===== src/rtl/bsah_pkg.sv =====
`default_nettype none
// ----------------------------------------------------------------------------
// bsah_pkg: shared types and constants of the binned SAH split selector
// Coordinate and box types, fixed widths, status codes, divider handshake.
// ----------------------------------------------------------------------------
package bsah_pkg;

  localparam int CoordW     = 24;
  localparam int MaxBuckets = 16;
  localparam int BktW       = $clog2(MaxBuckets);
  localparam int NbW        = BktW + 1;
  localparam int MaxPrims   = 256;
  localparam int AddrW      = $clog2(MaxPrims);
  localparam int CntW       = AddrW + 1;
  localparam int AreaW      = 51;            // 2*(3 products of 24b) fits
  localparam int SumW       = AreaW - 1;
  localparam int WtW        = 60;            // area * count, plus one more
  localparam int DivW       = 51;            // divisor / remainder width
  localparam int QuoW       = 32;
  localparam int StepW      = 6;
  localparam int CostW      = 32;
  localparam int FracW      = 16;
  localparam int MulW       = 26;
  localparam int AreaLoW    = MulW;

  localparam logic signed [CoordW-1:0] CoordMax = {1'b0, {(CoordW-1){1'b1}}};
  localparam logic signed [CoordW-1:0] CoordMin = {1'b1, {(CoordW-1){1'b0}}};
  localparam logic [CostW-1:0] CostSat = '1;
  localparam logic [CostW-1:0] CostOne = CostW'(1) << FracW;

  typedef enum logic [1:0] {
    StSplit   = 2'd0,
    StNoSplit = 2'd1,
    StTooMany = 2'd2
  } split_status_e;

  typedef logic signed [CoordW-1:0] coord_t;

  typedef struct packed {
    coord_t [2:0] hi;
    coord_t [2:0] lo;
  } box_t;

  typedef struct packed {
    logic             start;
    logic [DivW-1:0]  rem;
    logic [QuoW-1:0]  num;
    logic [DivW-1:0]  den;
    logic [StepW-1:0] steps;
  } div_req_t;

  typedef struct packed {
    logic            busy;
    logic            done;
    logic [QuoW-1:0] quo;
  } div_rsp_t;

  function automatic box_t box_empty();
    box_t r;
    for (int a = 0; a < 3; a++) begin
      r.lo[a] = CoordMax;
      r.hi[a] = CoordMin;
    end
    return r;
  endfunction

  function automatic box_t box_merge(box_t d, box_t s);
    box_t r;
    r = d;
    for (int a = 0; a < 3; a++) begin
      if ($signed(s.lo[a]) < $signed(d.lo[a])) r.lo[a] = s.lo[a];
      if ($signed(s.hi[a]) > $signed(d.hi[a])) r.hi[a] = s.hi[a];
    end
    return r;
  endfunction

endpackage
`default_nettype wire


===== src/rtl/bsah_div.sv =====
`default_nettype none
// ----------------------------------------------------------------------------
// bsah_div: shared restoring divider, one quotient bit per cycle
// Remainder starts at req.rem (< den); req.num bits shift in MSB first.
// ----------------------------------------------------------------------------
module bsah_div import bsah_pkg::*; (
  input  logic     clk_i,
  input  logic     rst_ni,
  input  div_req_t req_i,
  output div_rsp_t rsp_o
);

  logic             busy_q, done_q;
  logic [StepW-1:0] cnt_q;
  logic [DivW-1:0]  rem_q, den_q;
  logic [QuoW-1:0]  num_q, quo_q;
  logic [DivW:0]    shifted;
  logic             ge;
  logic [DivW-1:0]  rem_n;

  always_comb begin
    shifted = {rem_q, num_q[QuoW-1]};
    ge      = shifted >= {1'b0, den_q};
    rem_n   = ge ? DivW'(shifted - {1'b0, den_q}) : shifted[DivW-1:0];
  end

  always_ff @(posedge clk_i or negedge rst_ni) begin
    if (!rst_ni) begin
      busy_q <= 1'b0;
      done_q <= 1'b0;
      cnt_q  <= '0;
    end else begin
      done_q <= 1'b0;
      if (req_i.start) begin
        busy_q <= 1'b1;
        cnt_q  <= req_i.steps;
      end else if (busy_q) begin
        cnt_q <= cnt_q - StepW'(1);
        if (cnt_q == StepW'(1)) begin
          busy_q <= 1'b0;
          done_q <= 1'b1;
        end
      end
    end
  end

  always_ff @(posedge clk_i) begin
    if (req_i.start) begin
      rem_q <= req_i.rem;
      num_q <= req_i.num;
      den_q <= req_i.den;
      quo_q <= '0;
    end else if (busy_q) begin
      rem_q <= rem_n;
      num_q <= {num_q[QuoW-2:0], 1'b0};
      quo_q <= {quo_q[QuoW-2:0], ge};
    end
  end

  assign rsp_o.busy = busy_q;
  assign rsp_o.done = done_q;
  assign rsp_o.quo  = quo_q;

`ifndef NO_ASSERTIONS
  a_done_after_busy: assert property (@(posedge clk_i) disable iff (!rst_ni)
    done_q |-> $past(busy_q) && !busy_q)
    else $error("divider done without a run");
`endif

endmodule
`default_nettype wire


===== config.mk =====
export PLATFORM = sky130hd
export DESIGN_NAME = bsah_div
export DESIGN_NICKNAME = d
export VERILOG_FILES = /design/src/rtl/bsah_pkg.sv /design/src/rtl/bsah_div.sv
export SDC_FILE = /design/constraint.sdc
export NUM_CORES = 1
export LEC_CHECK = 0
export BUFFER_PORTS_ARGS = -buffer_cell sky130_fd_sc_hd__buf_4
export CAP_MARGIN = 10
export CELL_PAD_IN_SITES_DETAIL_PLACEMENT = 1
export CELL_PAD_IN_SITES_GLOBAL_PLACEMENT = 2
export CORE_ASPECT_RATIO = 0.8
export CORE_UTILIZATION = 36
export DETAILED_ROUTE_END_ITERATION = 16
export GPL_TIMING_DRIVEN = 0
export HOLD_SLACK_MARGIN = 0.03
export PLACE_DENSITY_LB_ADDON = 0.1
export SYNTH_ARGS = -nofsm -noshare
export SYNTH_HDL_FRONTEND = slang
export SYNTH_SLANG_ARGS = --single-unit

===== constraint.sdc =====
create_clock -name clk_i -period 4.9 [get_ports clk_i]
set_clock_uncertainty 0.1 [all_clocks]
set_input_delay 0.245 -clock clk_i [delete_from_list [all_inputs] [get_ports clk_i]]
set_output_delay 0.245 -clock clk_i [all_outputs]
set_load 0.02 [all_outputs]

* Yosys cells after proc, flatten, opt, wreduce, memory -nomap -nowiden
Index checks and enable logic that the tools add are counted.
Word-level totals: word-level logic and storage cells 25, register bits after elaboration 174, output and inout port bits 34
Cells by class: reductions and logical operators 1, order comparisons 1, eq/ne operators 1, $add $sub $neg 2, mux-type cells 13
Operators with widths (number):
- $mux 51 | 3
- $mux 32 | 2
- $ge 52x51->1 | 1
- $sub 51x51->51 | 1
- $mux 6 | 2
- $eq 6x1->1 const B | 1
- $mux 1 | 6
- $sub 6x1->6 const B | 1
- $reduce_bool 2->1 | 1

* Logic depth before layout (Yosys ltp)
Gate-level depths: netlist of the first run.
word-level depth 4, mapped depth 14, depth with buffers taken out 12

* Worst setup path before layout of the first run
Ideal clock, no wire load.
path type register to register, start register busy_q, end register num_q[0] (enable), arrival time 2901 ps, slack 1462 ps, data required time 4363 ps, cell stages (with the launch flop) 5, buffers on the path 2, setup time 437 ps, period minus slack after synthesis 3438 ps, path through dfrtp_1 > buf_1 > buf_1 > nor2_1 > inv_1
Between the ends: cells in the longest elaborated chain, start to end 1
RTL lines:
- start, declared | RTL line bsah_div.sv:13 | logic busy_q, done_q;
- start signal, assigned | RTL line bsah_div.sv:29 | busy_q <= 1'b0;
- start signal, assigned | RTL line bsah_div.sv:35 | busy_q <= 1'b1;
- start signal, assigned | RTL line bsah_div.sv:40 | busy_q <= 1'b0;
- $reduce_bool 2->1 (no source line)
- end signal, assigned | RTL line bsah_div.sv:50 | num_q <= req_i.num;
- end signal, assigned | RTL line bsah_div.sv:55 | num_q <= {num_q[QuoW-2:0], 1'b0};
- end, declared | RTL line bsah_div.sv:16 | logic [QuoW-1:0] num_q, quo_q;
No other way between the ends. A chain may end at the register's enable or synchronous reset.

* Worst setup path in the final report of the first run
start register den_q[0], end register rem_q[20] (data pin)
Between the ends: cells in the longest elaborated chain, start to end 4
RTL lines:
- start, declared | RTL line bsah_div.sv:15 | logic [DivW-1:0] rem_q, den_q;
- start signal, assigned | RTL line bsah_div.sv:51 | den_q <= req_i.den;
- $sub 51x51->51 or $ge 52x51->1 (tied branches) | RTL line bsah_div.sv:24, bsah_div.sv:23
- $mux 51 (*) | RTL line bsah_div.sv:24 | rem_n = ge ? DivW'(shifted - {1'b0, den_q}) : shifted[DivW-1:0];
- $mux 51 (*) | RTL line bsah_div.sv:53 | end else if (busy_q) begin
- $mux 51 (*) | RTL line bsah_div.sv:48 | if (req_i.start) begin
- end signal, assigned | RTL line bsah_div.sv:49 | rem_q <= req_i.rem;
- end signal, assigned | RTL line bsah_div.sv:54 | rem_q <= rem_n;
- end, declared | RTL line bsah_div.sv:15
Mark *: on every way between the ends. The rest lies on a longest branch, timed or not. The select of a mux whose other input is x is not followed.

==> results of run 1 <==
layout make-up:
type | count | area (µm²)
clock inverters | 14 | 156
fillers | 3108 | 14000
clock buffers | 18 | 429
repair buffers | 279 | 2370
plain buffers | 46 | 215
inverters | 68 | 258
well taps | 364 | 455
flip-flops and latches | 174 | 4860
multi-input cells | 734 | 4860
cells in the mapped netlist (all sizes together) (7+ instances only):
master,instances,area (µm²)
a21oi,65,337
clkbuf,24,91.3
nor2,114,430
and3,11,68.8
ha,53,663
mux2i,33,330
nand3,28,140
o21ai,37,193
xor2,16,140
dfrtp,8,200
a31oi,36,225
inv,67,251
a2bb2oi,8,70.1
buf,22,124
dfxtp,32,641
xnor2,22,193
nand4,10,62.6
a221o,7,70.1
edfxtp,134,4020
nand2,108,405
o21bai,9,67.6
or3,8,55.1
and2,7,43.8
a21o,28,210
nor3,19,95.1
mux2,33,372
cell families after synthesis:
family                     Yosys count  synth area share (%)
AOI/OAI and AO/OA                  244                  16.2
xor gates and xnor gates            38                  3.26
adders and majority gates           54                  6.70
buffers and inverters              114                  4.61
DFF                                174                  47.7
muxes                               66                  6.88
and+or+nand+nor                    332                  14.6
path summary, 6_finish.rpt:
| check | cells past startpoint | slack (ps) | startpoint | end |
|---|---|---|---|---|
| worst max-delay path | 12 | 970 | den_q[0] | rem_q[20] |
| worst min-delay path | 3 | 50 | req_i[116] | rem_q[27] |
| worst max register to register | 12 | 970 | den_q[0] | rem_q[20] |
| worst min register to register | 2 | 410 | quo_q[31] | quo_q[31] |
| max in group asynchronous | 2 | 4500 | rst_ni | cnt_q[3] |
| min in group asynchronous | 2 | 60 | rst_ni | cnt_q[2] |
per-stage QoR:
step	total power (µW)	hold WS [ps]	cells	setup TNS (ps)	setup slack [ps]
after floorplan	4620	-151	1022	0	1460
after global placement	5560	-27.4	1562	-62480	-763
after detailed placement	5600	-25.9	1563	0	1010
after CTS	7130	30.3	1697	0	933
after global routing	7590	41.5	1697	0	709
final	7080	45.0	1697	0	965
worst max-delay path, stage by stage (launching register included):
cell	delay [ps]
edfxtp_1	420
ha_1	240
fa_1	420
nor2b_1	190
o2111ai_1	150
a21oi_1	450
o21ai_2	200
a41o_1	290
o211ai_2	220
a21o_1	210
clkbuf_1	530
nand2_1	160
a31oi_1	190
sequential cells by signal (all words and copies together) (netlist names):
| signal | count |
|---|---|
| done_q | 1 |
| rem_q | 51 |
| busy_q | 1 |
| num_q | 32 |
| den_q | 51 |
| cnt_q | 6 |
| quo_q | 32 |
layer usage:
layer	up-vias	part of all wire [%]	GRT usage, %
met5	-	0	0
met4	0	1.1	5.33
met3	22	3.1	3.52
met2	152	46	36.4
met1	4294	50	31.8
li1	4326	-	-
repair_timing:
| item | in CTS | in global routing |
|---|---|---|
| setup endpoints to repair | 0 | 0 |
| endpoints found under the hold margin | 109 | 0 |
| hold buffers | 102 | 0 |
power groups by stage:
stage	clock network [µW]	logic [µW]	registers [µW]
final	1420	3510	2160
after global routing	1500	3900	2190
after CTS	1460	3520	2150
after detailed placement	0	3430	2180
after global placement	0	3380	2170
after floorplan	0	2500	2130
==> impl_metrics.py, run 1 <==
metrics = {
    "cells_and_area": {
        "n_antenna_cell": 0,
        "fin_util_pct": 49.4,
        "area_delta_synth_final_pct": 33.5,
        "final_area_um2": 13600,
        "layout_commonest_cell": "buf_4",
        "layout_common_cells": "buf_4 (183), edfxtp_1 (134), nor2_1 (113)",
        "fin_nets": 1517,
        "final_layout_size_suffix_gt1_share_pct": 20.3,
    },
    "min_path": {
        "hold_path.class": "in -> reg",
    },
    "cts": {
        "cts.path.max_buffers": 2,
        "cts-buffers-inserted": 17,
        "cts.repair.resized": 0,
        "ctsHtreeMaxLevel": 4,
        "cts_setup_buffers": 0,
        "clock-sinks": 174,
        "clock_latency_ps": 450,
        "clkTransAtPathRegs_ps": 80,
        "clock-root-buffer": "clkbuf_16",
        "cts_tree": "done",
    },
    "setup_path": {
        "cp-end-kind": "flop",
        "start_kind": "flop",
        "arrival_ps": 4120,
        "crit_type": "reg -> reg",
        "path_max_fanout": 10,
        "critPathRequiredTime_ps": 5090,
    },
    "yosys": {
        "syn_avg_cell_area_um2": 9.98,
        "yosysWarnings": 0,
        "ys_seq_elements": 174,
        "syn-cell-area_um2": 10200,
        "syn_inst": 1022,
        "synth.distinct_cells": 74,
        "synth-edff-count": 134,
        "synth-main-ff-cell": "edfxtp_1",
        "syn_nets": 1219,
        "async_flop_share_pct": 4.60,
        "yosysSeqAreaShare_pct": 47.7,
    },
    "power_and_ir_drop": {
        "power_density_nw_per_um2": 520,
        "switching_share_pct": 41.2,
        "p_comb_share_pct": 49.5,
        "power.internal_uw": 4170,
        "vdd_ir_drop_max_mv": 0.317,
        "seq_power_share_pct": 30.4,
        "cellLeakagePower_uw": 0.00597,
        "p_sw_uw": 2920,
        "p_clk_share_pct": 20.1,
    },
    "route": {
        "drtIter0Drc": 419,
        "vias": 8794,
        "drc_errors": 0,
        "wl_per_cell_um": 19.1,
        "ant_nets": 0,
        "drt_pass1_iterations": 5,
        "vias_per_cell": 5.18,
        "drt-total-wl_um": 32300,
    },
    "global_route": {
        "grt_antenna_before_repair": 0,
        "grt_pass1_wl_um": 50900,
        "grt_max_degree": 55,
        "grt_pass1_vias": 9219,
        "grt-ovfl-total": 0,
        "track_usage_pct": 22.6,
    },
    "floorplan": {
        "die_x_um": 190,
        "rows": 54,
        "fp.dieArea_um2": 29000,
        "die_h_um": 153,
        "start_util_pct": 37.0,
        "core-area_um2": 27600,
        "ioPinCount": 177,
    },
    "timing": {
        "finalSetupViolCount": 0,
        "timing.final.crit_share_pct": 80.3,
        "relSlewSlack_pct": 40.4,
        "max_freq_mhz": 254,
        "tightest_slew_ps": 894,
        "report.final.slew_viol_count": 0,
        "period_minus_slack_ps": 3930,
        "rsz0062_at_grt": "no",
        "finalHoldViolCount": 0,
    },
    "status": {
        "status": "completed",
    },
    "job": {
        "maxCapViolCount": 0,
    },
    "place": {
        "place_hpwl_um": 23300,
        "port_buffers": 176,
        "place.gp.congestion": 0.819,
        "place_area_um2": 12000,
    },
}
Power figures use the tool's default switching activity.
==> run 2: changes to the inputs <==
- CORE_UTILIZATION: 36 -> 32
- clock period: 4.9 -> 3.2 ns (I/O delays scaled with it)
==> impl_metrics.py, run 2 (synthesis gave the netlist of run 1 again) <==
metrics = {
    "status": {
        "status": "finished, violations left",
        "failed_checks": "setup timing",
    },
    "cells_and_area": {
        "multi_input_area_um2": 5540,
        "fin_nets": 1591,
        "area_delta_synth_final_pct": 49.3,
        "final_area_um2": 15200,
        "final_layout_size_suffix_gt1_share_pct": 28.9,
        "largestRegisters": "den_q: 51 flops, rem_q: 51 flops",
        "final_cells": 1827,
        "layout_common_cells": "buf_4 (205), dlygate4sd3_1 (138), edfxtp_1 (134)",
        "nFillCells": 3439,
        "layout_commonest_cell": "buf_4",
        "n_antenna_cell": 0,
        "seq_area_um2": 4860,
    },
    "setup_path": {
        "crit_family": "compound AO/OA/AOI/OAI gates",
        "path_max_fanout": 7,
        "start_kind": "flop",
        "crit_type": "reg -> reg",
        "critPathSlowestCell": "edfxtp_1",
        "critPathRequiredTime_ps": 3310,
        "arrival_ps": 3490,
        "cp_num_buf_inv": 2,
        "critical_path.cell_chain": "ha_2 > fa_2 > nor2b_2 > o2111ai_2 > a21oi_2 > buf_6 > o21ai_4 > a41o_1 > o211ai_2 > a21oi_4 > clkbuf_16 > a2111o_1 > o211a_1",
        "cp-end-kind": "flop",
        "reg2reg_from": "den_q[0]",
        "slowest_delay_ps": 410,
        "critPathLaunch": "den_q[0]",
    },
    "timing": {
        "relSlewSlack_pct": 19.2,
        "tightest_slew_ps": 1210,
        "period_minus_slack_ps": 3380,
        "finalSetupTns_ps": -2280,
        "report.final.slew_viol_count": 0,
        "finalWorstSetupSlack_ps": -181,
        "holdWs_ps": 78.0,
        "timing.final.crit_share_pct": 106,
        "max_freq_mhz": 296,
        "finalSetupViolCount": 50,
        "rsz0062_at_grt": "yes",
        "finalHoldViolCount": 0,
    },
    "place": {
        "dp.cells": 1620,
        "port_buffers": 176,
        "place_hpwl_um": 24000,
        "place_area_um2": 12100,
        "place.gp.congestion": 0.818,
    },
    "global_route": {
        "grt_antenna_before_repair": 0,
        "track_usage_pct": 21.4,
        "grt_pass1_wl_um": 53500,
        "grt-ovfl-total": 0,
        "grt_max_degree": 53,
        "grt_pass1_vias": 9261,
    },
    "min_path": {
        "hp-start": "req_i[138]",
        "hold_path.class": "in -> reg",
    },
    "floorplan": {
        "die_h_um": 162,
        "rows": 58,
        "ioPinCount": 177,
        "core-area_um2": 31400,
        "fp.dieArea_um2": 32600,
        "start_util_pct": 32.5,
        "die_x_um": 202,
    },
    "cts": {
        "clock_latency_ps": 450,
        "cts.path.max_buffers": 2,
        "cts-buffers-inserted": 17,
        "clock-sinks": 174,
        "clock-root-buffer": "clkbuf_16",
        "clkTransAtPathRegs_ps": 70,
        "ctsHtreeMaxLevel": 4,
        "cts_tree": "done",
    },
    "route": {
        "vias_per_cell": 5.00,
        "drtIter0Drc": 466,
        "ant_nets": 0,
        "vias": 9143,
        "drc_errors": 0,
        "drt-total-wl_um": 35000,
        "drt_pass1_iterations": 5,
        "wl_per_cell_um": 19.2,
    },
    "power_and_ir_drop": {
        "cellLeakagePower_uw": 0.00646,
        "power_density_nw_per_um2": 827,
        "vdd_ir_drop_max_mv": 0.374,
    },
    "job": {
        "maxCapViolCount": 0,
    },
}
==> run 2: changes by cell type in the layout (fill, tap and decap cells not counted), moves of 11 or more <==
cell           change
a21oi_1           -20
a21oi_2           +13
buf_4             +22
buf_6             +11
dlygate4sd3_1     +36
ha_1              -19
ha_2              +12
nand2_1           -13
==> run 2: metal layers <==
metal	track usage (%)	vias up	wire length, µm
met2	32.5	161	15500
met4	5.23	0	419
met5	0	-	0
li1	-	4472	-
met1	31.7	4484	18100
met3	3.31	26	1070
==> run 2: worst register-to-register path, cell delays in order, from the launching register on <==
cell       delay (ps)
edfxtp_1          410
ha_2              220
fa_2              360
nor2b_2           160
o2111ai_2         140
a21oi_2           190
buf_6             150
o21ai_4            80
a41o_1            220
o211ai_2          240
a21oi_4           170
clkbuf_16         210
a2111o_1          390
o211a_1           110
==> run 2: power breakdown <==
group | total, µW | internal (µW) | switching, µW
logic | 7210 | 3230 | 3980
clock network | 2050 | 1080 | 969
registers | 3340 | 3030 | 303
total | 12600 | 7340 | 5250
==> run 2: per-stage QoR <==
stage | power (µW) | setup slack, ps | util [%]
after global routing | 13500 | -261 | 48.5
after detailed placement | 8630 | -711 | 38.5
after floorplan | 7080 | 58.6 | -
final | 12600 | -181 | 48.5
after CTS | 11700 | -168 | 46.6
after global placement | 8600 | -1330 | 38.3
==> run 2: path summary, 6_finish.rpt <==
| kind | endpoint | slack (ps) | cells past startpoint |
|---|---|---|---|
| max | rem_q[46] | -180 | 13 |
| min | rem_q[49] | 80 | 3 |
| max reg2reg | rem_q[46] | -180 | 13 |
| min reg2reg | quo_q[31] | 410 | 2 |
| max in group asynchronous | done_q | 2110 | 3 |
| min in group asynchronous | cnt_q[2] | 620 | 3 |
==> run 2: cell type report <==
| cell class | instances | share of cell area, % |
|---|---|---|
| Inverter | 68 | 1.70 |
| Buffer | 44 | 2.04 |
| Tap cell | 420 | 3.45 |
| Multi-Input combinational cell | 734 | 36.4 |
| Clock inverter | 12 | 0.740 |
| Clock buffer | 20 | 2.87 |
| Sequential cell | 174 | 32.0 |
| Timing Repair Buffer | 355 | 20.9 |
==> run 2: what timing repair did <==
item                                    CTS  global route
endpoints found under the setup margin   91            91
setup buffers                            18            15
hold buffers                            138             0
gates cloned                              3             4
hold endpoints to repair                144             0
gates resized for setup                 106            81
pin swaps                                22            33
