**src/rtl/bsah_ram.sv**
```systemverilog
`default_nettype none
// ----------------------------------------------------------------------------
// bsah_ram: generic single-write, single-read RAM
// One write port, one read port, read data registered.
// ----------------------------------------------------------------------------
module bsah_ram #(
  parameter int Width = 8,
  parameter int Depth = 16
) (
  input  logic                     clk_i,
  input  logic                     we_i,
  input  logic [$clog2(Depth)-1:0] waddr_i,
  input  logic [Width-1:0]         wdata_i,
  input  logic                     re_i,
  input  logic [$clog2(Depth)-1:0] raddr_i,
  output logic [Width-1:0]         rdata_o
);

  logic [Width-1:0] mem_q [Depth];
  logic [Width-1:0] rdata_q;

  always_ff @(posedge clk_i) begin
    if (we_i) begin
      mem_q[waddr_i] <= wdata_i;
    end
    if (re_i) begin
      rdata_q <= mem_q[raddr_i];
    end
  end

  assign rdata_o = rdata_q;

endmodule
`default_nettype wire

```
**config.mk**
```make
export PLATFORM = sky130hd
export DESIGN_NAME = bsah_ram
export DESIGN_NICKNAME = d
export VERILOG_FILES = /design/src/rtl/bsah_ram.sv
export SDC_FILE = /design/constraint.sdc
export NUM_CORES = 1
export LEC_CHECK = 0
export BUFFER_PORTS_ARGS = -buffer_cell sky130_fd_sc_hd__buf_2
export CORE_UTILIZATION = 30
export CTS_CLUSTER_SIZE = 12
export DETAILED_ROUTE_END_ITERATION = 8
export GPL_TIMING_DRIVEN = 0
export PLACE_DENSITY = 0.5
export SYNTH_ARGS = -nofsm -noshare
export SYNTH_HDL_FRONTEND = slang
export SYNTH_SLANG_ARGS = --single-unit
```
**constraint.sdc**
```tcl
create_clock -name clk_i -period 2.4 [get_ports clk_i]
set_input_delay 0.48 -clock clk_i [delete_from_list [all_inputs] [get_ports clk_i]]
set_output_delay 0.48 -clock clk_i [all_outputs]
set_load 0.05 [all_outputs]
```
### Word level (Yosys, flattened, before mapping)

Memories as Yosys holds them, arrays and structs flattened. A register that Yosys moved wholly into a read port is not among the register bits.
Index checks and enable logic that the tools add are counted.

* bits in registers: 0
* bits in writable memories: 128
* bits of input ports: 19
* output and inout bits: 8
* word-level logic and storage cells: 3
* memories kept: 1

* muxes and demuxes: 2

Memory list
* mem_q: words 16, width 8, read ports 1, clocked after Yosys merged registers in 1, write ports 1, RTL line 19 `logic [Width-1:0] mem_q [Depth];`

Operators by type and width (count)
* 2-to-1 mux 1 bit: 2

### Longest topological paths before layout

Gate-level depths: netlist of run 1.

* word-level depth: 2
* gate-level depth with buffers: 5
* mapped depth without buffers: 3

### Worst setup path after synthesis of run 1

OpenSTA, ideal clock, no wires.

* path type: input -> register
* from: input port waddr_i[2]
* to: memory mem_q[0][0] (enable)
* library setup time: 0.383 ns
* arrival time: 1.590 ns
* data required time: 2.017 ns
* path slack: 0.427 ns
* stages on the path: 2
* buffers on the path: 0
* cells stage by stage: or3b_2 > nor3_1

RTL lines
* from (decl): RTL line 12 `input logic [$clog2(Depth)-1:0] waddr_i,`
* to (decl): RTL line 19

Straight into the memory's write port.

### Final worst setup path of run 1

* from: input port waddr_i[2]
* to: memory mem_q[8][3] (enable)

Straight into the memory's write port.

==> results.tsv, run 1 <==
stage	metric	value	unit
clock_network	cts_setup_buffers	0	
critical_path	critPathTopFamily	simple AND/OR/NAND/NOR gates	
clock_network	path_clk_slew	0.05	ns
synth	yosysSeqAreaShare	78.1	%
layout	final_layout_size_suffix_gt1_share	28.9	%
synth	avgSynthCellArea	22.8	sq um
clock_network	worstSkewPairLatency	0.41	ns
routing	firstDrtPassIters	4	
critical_path	crit_type	input pin to register	
critical_path	critPathCaptureType	register	
hold_path	whs_path_depth	1	
critical_path	worstPathMaxFanout	8	
synth	synthesis.nets	248	
global_route	grt_remaining_overflow	0	
clock_network	ctsResizeCount	0	
timing	grt_setup_unrepaired	no	
routing	drt-total-wl	10600	microns
clock_network	cts_tree	done	
critical_path	cp.arrival	1.86	ns
layout	fin_nets	293	
timing	hold_viol	0	
timing	fmax	0.541	GHz
timing	finalSetupTns	0	ns
synth	synth.distinct_cells	18	
power_and_ir_drop	total_power	5.59	mW
power_and_ir_drop	p_switching	1.10	mW
clock_network	clk_path_buf_depth	2	
global_route	grt_usage	12.9	%
critical_path	cp_slowest_cell	nor3_1	
routing	wl_per_cell	21.0	microns
floorplan	initial_core_util	31.1	%
critical_path	path_buf_inv	1	
floorplan	dieHeight	134	microns
global_route	grt_pass1_vias	2436	
global_route	grt_max_degree	17	
clock_network	cts_sinks	136	
power_and_ir_drop	internal_power	4.50	mW
power_and_ir_drop	p_leak	2.05	nW
timing	min_period	1.85	ns
hold_path	min_path_type	input pin to register	
clock_network	h-tree-depth	4	
floorplan	io_pins	27	
placement	placed_cells	474	
timing	slew_violations	0	
synth	ys_ff_latch	136	
power_and_ir_drop	swShare	19.6	%
critical_path	rr_worst_depth	3	
placement	place_ws	-0.202	ns
placement	gp_congestion	0.687	
critical_path	critPathLaunchType	input pin	
routing	routed_via_density	4.71	
clock_network	root_buffer	clkbuf_16	
floorplan	die_width	134	microns
synth	yosysWarningCount	0	
power_and_ir_drop	p_per_area	897	nW/um^2
layout	num_antenna_cells	0	
global_route	grt_pass1_wl	15700	microns
critical_path	cp_cell_sequence	buf_2 > nand3b_1 > nor3_1	
power_and_ir_drop	p_comb_share	5.3	%
placement	hpwl	6690	microns
routing	ant_nets	0	
status	outcome	complete, no violations	
layout	area_delta_synth_final	19.3	%
floorplan	rows	47	
routing	drc	0	
synth	syn_area	5230	sq um
floorplan	die_area	18000	sq um
placement	port_buffers	25	
critical_path	cp_num_cells	3	
power_and_ir_drop	power.share.sequential	48.1	%
layout	stdcell_count	507	
timing	worst_pin_slew	1.31	ns
power_and_ir_drop	power_frac_clock	46.6	%
timing	skew	0.00679	ns
critical_path	critPathRequiredTime	2.41	ns
timing	setup_viol	0	
timing	setup_slack	0.551	ns
routing	vias	2390	
clock_network	cts_hold_buf	0	
synth	synth_cells	229	
routing	drt_iter0_markers	260	
global_route	antenna_found_initial	0	
timing	min_period_over_period	77.1	%
critical_path	cp_slowest_stage_delay	1.03	ns
floorplan	core	16800	sq um
clock_network	cts_buffers	17	
timing	relSlewSlack	11.9	%
job	cap_violations	0	
power_and_ir_drop	ir_worst_vdd	0.492	mV
[final timing paths]
kind | endpoint | slack (ns) | from
max reg2reg | rdata_o[0] | 0.85 | mem_q[1][0]
min | rdata_o[4] | 0.40 | re_i
max | mem_q[8][3] | 0.55 | waddr_i[2]
min reg2reg | rdata_o[1] | 0.76 | mem_q[8][1]
[cell type report]
class	instances	area, sq um
well taps	220	275
clock buffers	20	437
clock inverters	12	156
multi-input cells	83	1070
fillers	1587	10600
flip-flops and latches	136	4080
repair buffers	26	133
plain buffers	10	86.3
[stage by stage]
| step | instance area (sq um) | hold slack [ns] | util, % |
|---|---|---|---|
| 2_1_floorplan | 5230 | 0.579 | - |
| 4_1_cts | 6220 | 0.380 | 37.0 |
| 3_5_place_dp | 5630 | 0.749 | 33.5 |
| 5_1_grt | 6240 | 0.403 | 37.1 |
| 3_3_place_gp | 5630 | 0.746 | 33.5 |
| 6_report | 6240 | 0.401 | 37.1 |
[cell usage after synthesis]
master | instances | area, sq um
edfxtp_1 | 136 | 4080
mux4_2 | 18 | 405
a22oi_1 | 16 | 120
mux4_1 | 14 | 368
nor2_1 | 13 | 48.8
nand2_1 | 9 | 33.8
nor3_1 | 4 | 20.0
buf_2 | 3 | 15.0
buf_6 | 3 | 33.8
clkdlybuf4s25_2 | 3 | 30.0
nand2b_1 | 2 | 12.5
nand3b_1 | 2 | 15.0
and2_1 | 1 | 6.26
and2b_1 | 1 | 7.51
buf_4 | 1 | 7.51
nand3_1 | 1 | 5.00
nor2b_1 | 1 | 6.26
or3b_2 | 1 | 8.76
[flip-flops by register name, summed over array words and instances, names as in the netlist]
| signal | flops |
|---|---|
| mem_q | 128 |
| rdata_o | 8 |
[placed cells by master, fill, tap and decap left out, drive strengths merged]
cell type,instances
edfxtp,136
buf,32
mux4,32
clkbuf,21
a22oi,16
nor2,13
nand2,9
clkinv,8
bufinv,4
nor3,4
clkdlybuf4s25,3
nand3b,2
nand2b,2
nor2b,1
and2,1
and2b,1
nand3,1
or3b,1
[power groups by stage]
stage	Combinational, mW	Sequential [mW]	Clock, mW
after floorplan	0.135	2.78	0
after global placement	0.297	2.73	0
after detailed placement	0.300	2.74	0
after CTS	0.300	2.69	2.66
after global routing	0.318	2.69	2.77
final	0.296	2.69	2.61
[routing by layer]
metal / up-vias / wire, microns / GRT usage (%)
li1: 1076 / - / -
met1: 1259 / 5490 / 19.0
met3: 6 / 381 / 4.16
met4: 0 / 76 / 4.36
met5: - / 0 / 0
met2: 49 / 4680 / 17.9
[cell families (layout without fill, tap and decap cells)]
family          after synthesis  after routing  share of synthesized area [%]
buf+inv                      10             68                           1.65
simple gates                 35             35                           3.14
compound gates               16             16                           2.30
flops                       136            136                           78.1
mux                          32             32                           14.8
Note: power is estimated with default switching activity, not from simulation.
==> inputs of run 2 (changes only) <==
--- a/config.mk
+++ b/config.mk
@@ -10,7 +10,7 @@
 export CTS_CLUSTER_SIZE = 12
 export DETAILED_ROUTE_END_ITERATION = 8
 export GPL_TIMING_DRIVEN = 0
-export PLACE_DENSITY = 0.5
+export PLACE_DENSITY = 0.51
 export SYNTH_ARGS = -nofsm -noshare
 export SYNTH_HDL_FRONTEND = slang
 export SYNTH_SLANG_ARGS = --single-unit
==> constraint.sdc (replaced) <==
create_clock -name clk_i -period 1.6 [get_ports clk_i]
set_input_delay 0.32 -clock clk_i [delete_from_list [all_inputs] [get_ports clk_i]]
set_output_delay 0.32 -clock clk_i [all_outputs]
set_load 0.05 [all_outputs]
==> run 2 against run 1 <==
- wire length is 1.4% higher
- first-iteration DRC count is 23% lower
- cell count is 0.39% lower
- power is 38% higher
==> results.tsv, run 2 (same netlist as run 1, synthesis figures left out) <==
stage	metric	value	unit	change
timing	grt_setup_unrepaired	no		
critical_path	crit_type	register to register		
global_route	grt_max_degree	17		unchanged
routing	routed_via_density	4.71		about the same
power_and_ir_drop	ir_worst_vdd	0.741	mV	+51%
routing	wl_per_cell	21.3	microns	+1.8%
critical_path	regToRegSetupSlack	0.09	ns	-0.76 ns
critical_path	cp_cell_sequence	mux4_1 > a22oi_2 > nand2_1		
timing	setup_slack	0.0869	ns	-0.464 ns
floorplan	core	16800	sq um	unchanged
timing	setup_viol	0		unchanged
layout	fin_nets	292		-0.34%
timing	slew_violations	0		unchanged
power_and_ir_drop	p_per_area	1260	nW/um^2	+40%
timing	relSlewSlack	43.8	%	+32 points
layout	final_util	36.6	%	-0.46 points
global_route	antenna_found_initial	0		unchanged
layout	final_layout_size_suffix_gt1_share	29.1	%	+0.20 points
floorplan	rows	47		unchanged
timing	skew	0.00461	ns	-0.00218 ns
layout	multi_input_area	1100	sq um	+3.2%
critical_path	cp.arrival	1.66	ns	-0.20 ns
clock_network	h-tree-depth	4		unchanged
status	outcome	complete, no violations		
layout	num_antenna_cells	0		unchanged
global_route	grt_usage	13.1	%	+0.21 points
floorplan	die_width	134	microns	unchanged
critical_path	critPathTopFamily	multiplexers		
clock_network	path_clk_slew	0.05	ns	about the same
timing	min_period	1.51	ns	
floorplan	initial_core_util	31.1	%	unchanged
layout	area_delta_synth_final	17.9	%	
timing	holdWs	0.245	ns	-0.156 ns
critical_path	critPathCaptureType	register		
critical_path	rr_startpoint	mem_q[1][0]		
timing	finalSetupTns	0	ns	unchanged
layout	nFillCells	1583		-0.25%
placement	port_buffers	25		unchanged
critical_path	cp_slowest_cell	mux4_1		
critical_path	critPathRequiredTime	1.75	ns	-0.66 ns
routing	drt_iter0_markers	200		-23%
clock_network	cts_tree	done		
critical_path	reg2reg_to	rdata_o[0]		
clock_network	cts_buffers	17		unchanged
global_route	grt_remaining_overflow	0		unchanged
timing	fmax	0.661	GHz	
floorplan	io_pins	27		unchanged
placement	place_ws	-0.625	ns	-0.423 ns
critical_path	cp_slowest_stage_delay	0.52	ns	-0.51 ns
clock_network	clk_path_buf_depth	2		unchanged
global_route	grt_pass1_wl	16100	microns	+2.2%
critical_path	cp_num_cells	3		unchanged
routing	drt-total-wl	10800	microns	+1.4%
floorplan	dieHeight	134	microns	unchanged
routing	drc	0		unchanged
timing	hold_viol	0		unchanged
timing	min_period_over_period	94.6	%	
floorplan	die_area	18000	sq um	unchanged
clock_network	cts_setup_buffers	0		unchanged
routing	firstDrtPassIters	4		unchanged
hold_path	min_path_type	input pin to register		
global_route	grt_pass1_vias	2511		+3.1%
routing	ant_nets	0		unchanged
layout	regArea	4080	sq um	unchanged
critical_path	rr_worst_depth	3		unchanged
placement	gp_congestion	0.691		+0.60%
routing	vias	2380		-0.42%
job	cap_violations	0		unchanged
layout	largest_reg_flops	128		unchanged
critical_path	path_buf_inv	0		-1
critical_path	endpoint	rdata_o[0]		
layout	top_register	mem_q		
critical_path	worstPathMaxFanout	1		-7
layout	layout_common_cells	136 x edfxtp_1, 28 x buf_2, 18 x mux4_2		
critical_path	crit_start	mem_q[1][0]		
clock_network	cts_hold_buf	0		unchanged
layout	final_area	6160	sq um	-1.2%
layout	mostFrequentLayoutCell	edfxtp_1		
clock_network	worstSkewPairLatency	0.41	ns	about the same
clock_network	cts_sinks	136		unchanged
timing	worst_pin_slew	0.840	ns	-0.471 ns
critical_path	critPathLaunchType	register		
placement	placed_area	5640	sq um	+0.22%
placement	hpwl	6820	microns	+2.0%
power_and_ir_drop	p_leak	2.00	nW	-2.7%
clock_network	root_buffer	clkbuf_16		
==> run 2: cell count changes in the layout (fill, tap and decap cells not counted), sizes merged <==
cell	change
clkbuf	+3
clkinv	-1
bufinv	-4
==> run 2: worst reg2reg max path, stage by stage (launching register included) <==
cell and delay (ns):
edfxtp_1 0.34, mux4_1 0.52, a22oi_2 0.27, nand2_1 0.12
==> run 2: power by group <==
part | switching [mW] | total, mW | internal (mW) | leakage, nW
Clock | 1.32 | 3.26 | 1.94 | 0.236
Sequential | 0.0153 | 4.03 | 4.02 | 1.24
Combinational | 0.296 | 0.456 | 0.159 | 0.528
Total | 1.63 | 7.75 | 6.11 | 2.00
==> run 2: how the worst min path moves through the flow <==
stage | from | end | slack (ns) | cells past startpoint
after floorplan | wdata_i[0] | mem_q[0][0] | 0.42 | 0
after detailed placement | re_i | rdata_o[5] | 0.67 | 1
after CTS | re_i | rdata_o[3] | 0.23 | 1
after global routing | re_i | rdata_o[1] | 0.25 | 1
after global placement | re_i | rdata_o[0] | 0.66 | 1
final | re_i | rdata_o[3] | 0.24 | 1
==> run 2: cell type report <==
type,instances,area share [%]
Timing Repair Buffer,25,2.03
Buffer,10,1.52
Multi-Input combinational cell,83,17.9
Tap cell,220,4.47
Clock inverter,7,0.487
Clock buffer,24,7.33
Sequential cell,136,66.3
==> run 2: metal layers <==
layer / vias up / part of all wire [%] / track usage [%]
li1: 1071 / - / -
met1: 1243 / 48 / 18.7
met2: 58 / 46 / 18.6
met3: 8 / 5.1 / 3.70
met4: 0 / 0.65 / 5.87
met5: - / 0 / 0
==> run 2: repair_timing <==
item / in CTS / in global routing
endpoints found under the setup margin: 41 / 33
gates cloned: 0 / 0
resized for setup: 4 / 5
==> run 2: stage by stage <==
step | std cells | power (mW)
4_1_cts | 505 | 7.83
5_1_grt | 505 | 8.00
3_3_place_gp | 474 | 4.55
2_1_floorplan | 229 | 4.37
3_5_place_dp | 474 | 4.56
6_report | 505 | 7.75
==> inputs of run 3 (changes only) <==
--- a/config.mk
+++ b/config.mk
@@ -6,11 +6,13 @@
 export NUM_CORES = 1
 export LEC_CHECK = 0
 export BUFFER_PORTS_ARGS = -buffer_cell sky130_fd_sc_hd__buf_2
+export CORE_ASPECT_RATIO = 1.25
 export CORE_UTILIZATION = 30
+export CTS_BUF_LIST = sky130_fd_sc_hd__clkbuf_8
 export CTS_CLUSTER_SIZE = 12
 export DETAILED_ROUTE_END_ITERATION = 8
 export GPL_TIMING_DRIVEN = 0
-export PLACE_DENSITY = 0.51
+export PLACE_DENSITY = 0.5
 export SYNTH_ARGS = -nofsm -noshare
 export SYNTH_HDL_FRONTEND = slang
 export SYNTH_SLANG_ARGS = --single-unit
==> constraint.sdc (replaced) <==
create_clock -name clk_i -period 1.5 [get_ports clk_i]
set_input_delay 0.3 -clock clk_i [delete_from_list [all_inputs] [get_ports clk_i]]
set_output_delay 0.3 -clock clk_i [all_outputs]
set_load 0.05 [all_outputs]
==> run 3 against run 2 <==
- die area barely moved
- sequential power rose by 6.7%
- critical endpoint is now rdata_o[7]
- first-iteration DRC count fell by 41%
- non-clock buffer count did not move
- global-route usage fell by 0.81 points
- register-to-register slack got worse by 0.06 ns
- power fell by 3.3%
- clock-buffer cell count fell by 7
- hold slack got worse by 0.048 ns
- fmax rose by 2.4%
- cell count did not move
==> results.tsv, run 3 (same netlist as run 1, synthesis figures left out) <==
stage	metric	value	unit	change
layout	top_register	mem_q		
power_and_ir_drop	p_comb_share	6.7	%	+0.8 points
floorplan	dieHeight	150	microns	+12%
routing	top_layer_used	met4		
clock_network	cts_buffers	17		unchanged
routing	wl_per_cell	20.1	microns	-5.7%
layout	final_layout_size_suffix_gt1_share	37.9	%	+8.8 points
power_and_ir_drop	ir_worst_vdd	0.479	mV	-35%
timing	hold_viol	0		unchanged
routing	met1_length	4380	microns	-15%
placement	place_ws	-0.709	ns	-0.0840 ns
floorplan	core	16900	sq um	+0.54%
global_route	antenna_found_initial	0		unchanged
job	cap_violations	0		unchanged
routing	routed_via_density	4.62		-1.9%
layout	stdcell_count	505		unchanged
global_route	grt_usage	12.3	%	-0.81 points
routing	drt-total-wl	10200	microns	-5.7%
clock_network	cts_tree	done		
timing	skew	0.00604	ns	+0.00143 ns
clock_network	root_buffer	clkbuf_8		
critical_path	critPathLaunchType	register		
critical_path	regToRegSetupSlack	0.02	ns	-0.06 ns
clock_network	cts_sinks	136		unchanged
timing	min_period_over_period	98.5	%	+3.9 points
timing	relSlewSlack	45.9	%	+2.1 points
critical_path	crit_type	register to register		
critical_path	endpoint	rdata_o[7]		
power_and_ir_drop	p_per_area	1240	nW/um^2	-1.2%
global_route	grt_pass1_wl	14900	microns	-7.2%
critical_path	rr_startpoint	mem_q[3][7]		
hold_path	min_path_type	input pin to register		
floorplan	die_width	120	microns	-10%
power_and_ir_drop	power_frac_clock	35.9	%	-6.1 points
global_route	grt_pass1_vias	2454		-2.3%
routing	ant_nets	0		unchanged
layout	area_delta_synth_final	15.4	%	
clock_network	path_clk_slew	0.07	ns	+0.02 ns
timing	fmax	0.677	GHz	+2.4%
critical_path	worstPathMaxFanout	1		unchanged
routing	wl_met2	5350	microns	+7.2%
routing	wl_met3	303	microns	-45%
clock_network	cts_setup_buffers	0		unchanged
placement	gp_congestion	0.670		-3.1%
clock_network	clk_path_buf_depth	2		unchanged
layout	final_area	6030	sq um	-2.1%
power_and_ir_drop	p_switching	1.61	mW	-1.5%
timing	grt_setup_unrepaired	no		
layout	layout_common_cells	136 x edfxtp_1, 31 x mux4_2, 28 x buf_2		
power_and_ir_drop	total_power	7.49	mW	-3.3%
routing	drt_iter0_markers	119		-41%
floorplan	rows	53		+13%
placement	port_buffers	25		unchanged
routing	firstDrtPassIters	4		unchanged
critical_path	reg2reg_to	rdata_o[7]		
power_and_ir_drop	power.share.sequential	57.3	%	+5.2 points
power_and_ir_drop	p_leak	1.91	nW	-4.3%
layout	num_antenna_cells	0		unchanged
floorplan	io_pins	27		unchanged
status	outcome	complete, no violations		
routing	vias	2335		-1.9%
global_route	grt_max_degree	17		unchanged
global_route	grt_remaining_overflow	0		unchanged
timing	worst_pin_slew	0.809	ns	-0.0316 ns
routing	drc	0		unchanged
power_and_ir_drop	internal_power	5.88	mW	-3.8%
clock_network	cts_hold_buf	0		unchanged
floorplan	die_area	18000	sq um	about the same
timing	slew_violations	0		unchanged
power_and_ir_drop	swShare	21.5	%	+0.38 points
critical_path	cp.arrival	1.64	ns	-0.02 ns
timing	setup_viol	0		unchanged
placement	placed_area	5620	sq um	-0.40%
clock_network	worstSkewPairLatency	0.42	ns	about the same
layout	fin_nets	292		unchanged
critical_path	critPathRequiredTime	1.67	ns	-0.08 ns
placement	hpwl	6640	microns	-2.7%
critical_path	rr_worst_depth	3		unchanged
timing	min_period	1.48	ns	-0.0353 ns
critical_path	crit_start	mem_q[3][7]		
layout	mostFrequentLayoutCell	edfxtp_1		
clock_network	h-tree-depth	4		unchanged
floorplan	initial_core_util	30.9	%	-0.17 points
placement	placed_cells	474		unchanged
critical_path	critPathCaptureType	register		
timing	setup_slack	0.0222	ns	-0.0647 ns
layout	largest_reg_flops	128		unchanged
-- run 3: cell count changes in the layout (fill, tap and decap cells not counted), moves of 2 or more --
cell       delta
clkbuf_16    -17
clkbuf_8     +17
mux4_1       -13
mux4_2       +13
clkbuf_1      -7
a22oi_1       -5
a22oi_2       +5
clkinv_2      +4
buf_12        +3
bufinv_16     +2
clkinv_1      -2
inv_1         +2
-- run 3: layout make-up --
type                            instances  area (sq um)
Sequential cell                       136          4080
Fill cell                            1566         10900
Buffer                                 10           120
Multi-Input combinational cell         83          1080
Clock inverter                         14           118
Clock buffer                           17           234
Timing Repair Buffer                   25           125
Tap cell                              220           275
-- run 3: worst max-delay path, stage by stage (launching register included) --
cell and delay, ns:
edfxtp_1 0.36, mux4_2 0.48, a22oi_2 0.27, nand2_1 0.11
-- run 3: how the worst min path moves through the flow --
stage,from,end,slack [ns],depth (start not counted)
final,re_i,rdata_o[2],0.20,1
after global placement,re_i,rdata_o[6],0.64,1
after floorplan,wdata_i[0],mem_q[0][0],0.40,0
after global routing,re_i,rdata_o[6],0.19,1
after CTS,re_i,rdata_o[6],0.17,1
after detailed placement,re_i,rdata_o[6],0.63,1
-- run 3: metrics by stage --
stage          utilization [%]  hold slack [ns]  setup TNS [ns]
6_report                  35.7            0.197               0
5_1_grt                   35.7            0.193               0
4_1_cts                   35.6            0.172               0
3_3_place_gp              33.2            0.636          -49.43
3_5_place_dp              33.2            0.633          -49.05
2_1_floorplan                -            0.399           -1.99
-- run 3: repair_timing --
| item | CTS | global route |
|---|---|---|
| setup endpoints to repair | 59 | 4 |
| pin swaps | 1 | 0 |
| gates resized for setup | 10 | 4 |
-- run 3: power groups by stage --
stage	Combinational, mW	Sequential [mW]	Clock [mW]
final	0.503	4.30	2.69
after global routing	0.541	4.30	2.90
after CTS	0.507	4.30	2.76
after detailed placement	0.496	4.38	0
after global placement	0.490	4.37	0
after floorplan	0.235	4.44	0
-- run 3: per-layer routing --
layer	up-vias	track usage, %
met2	58	20.7
met3	10	3.13
met1	1217	15.0
met5	-	0
met4	0	5.31
li1	1050	-
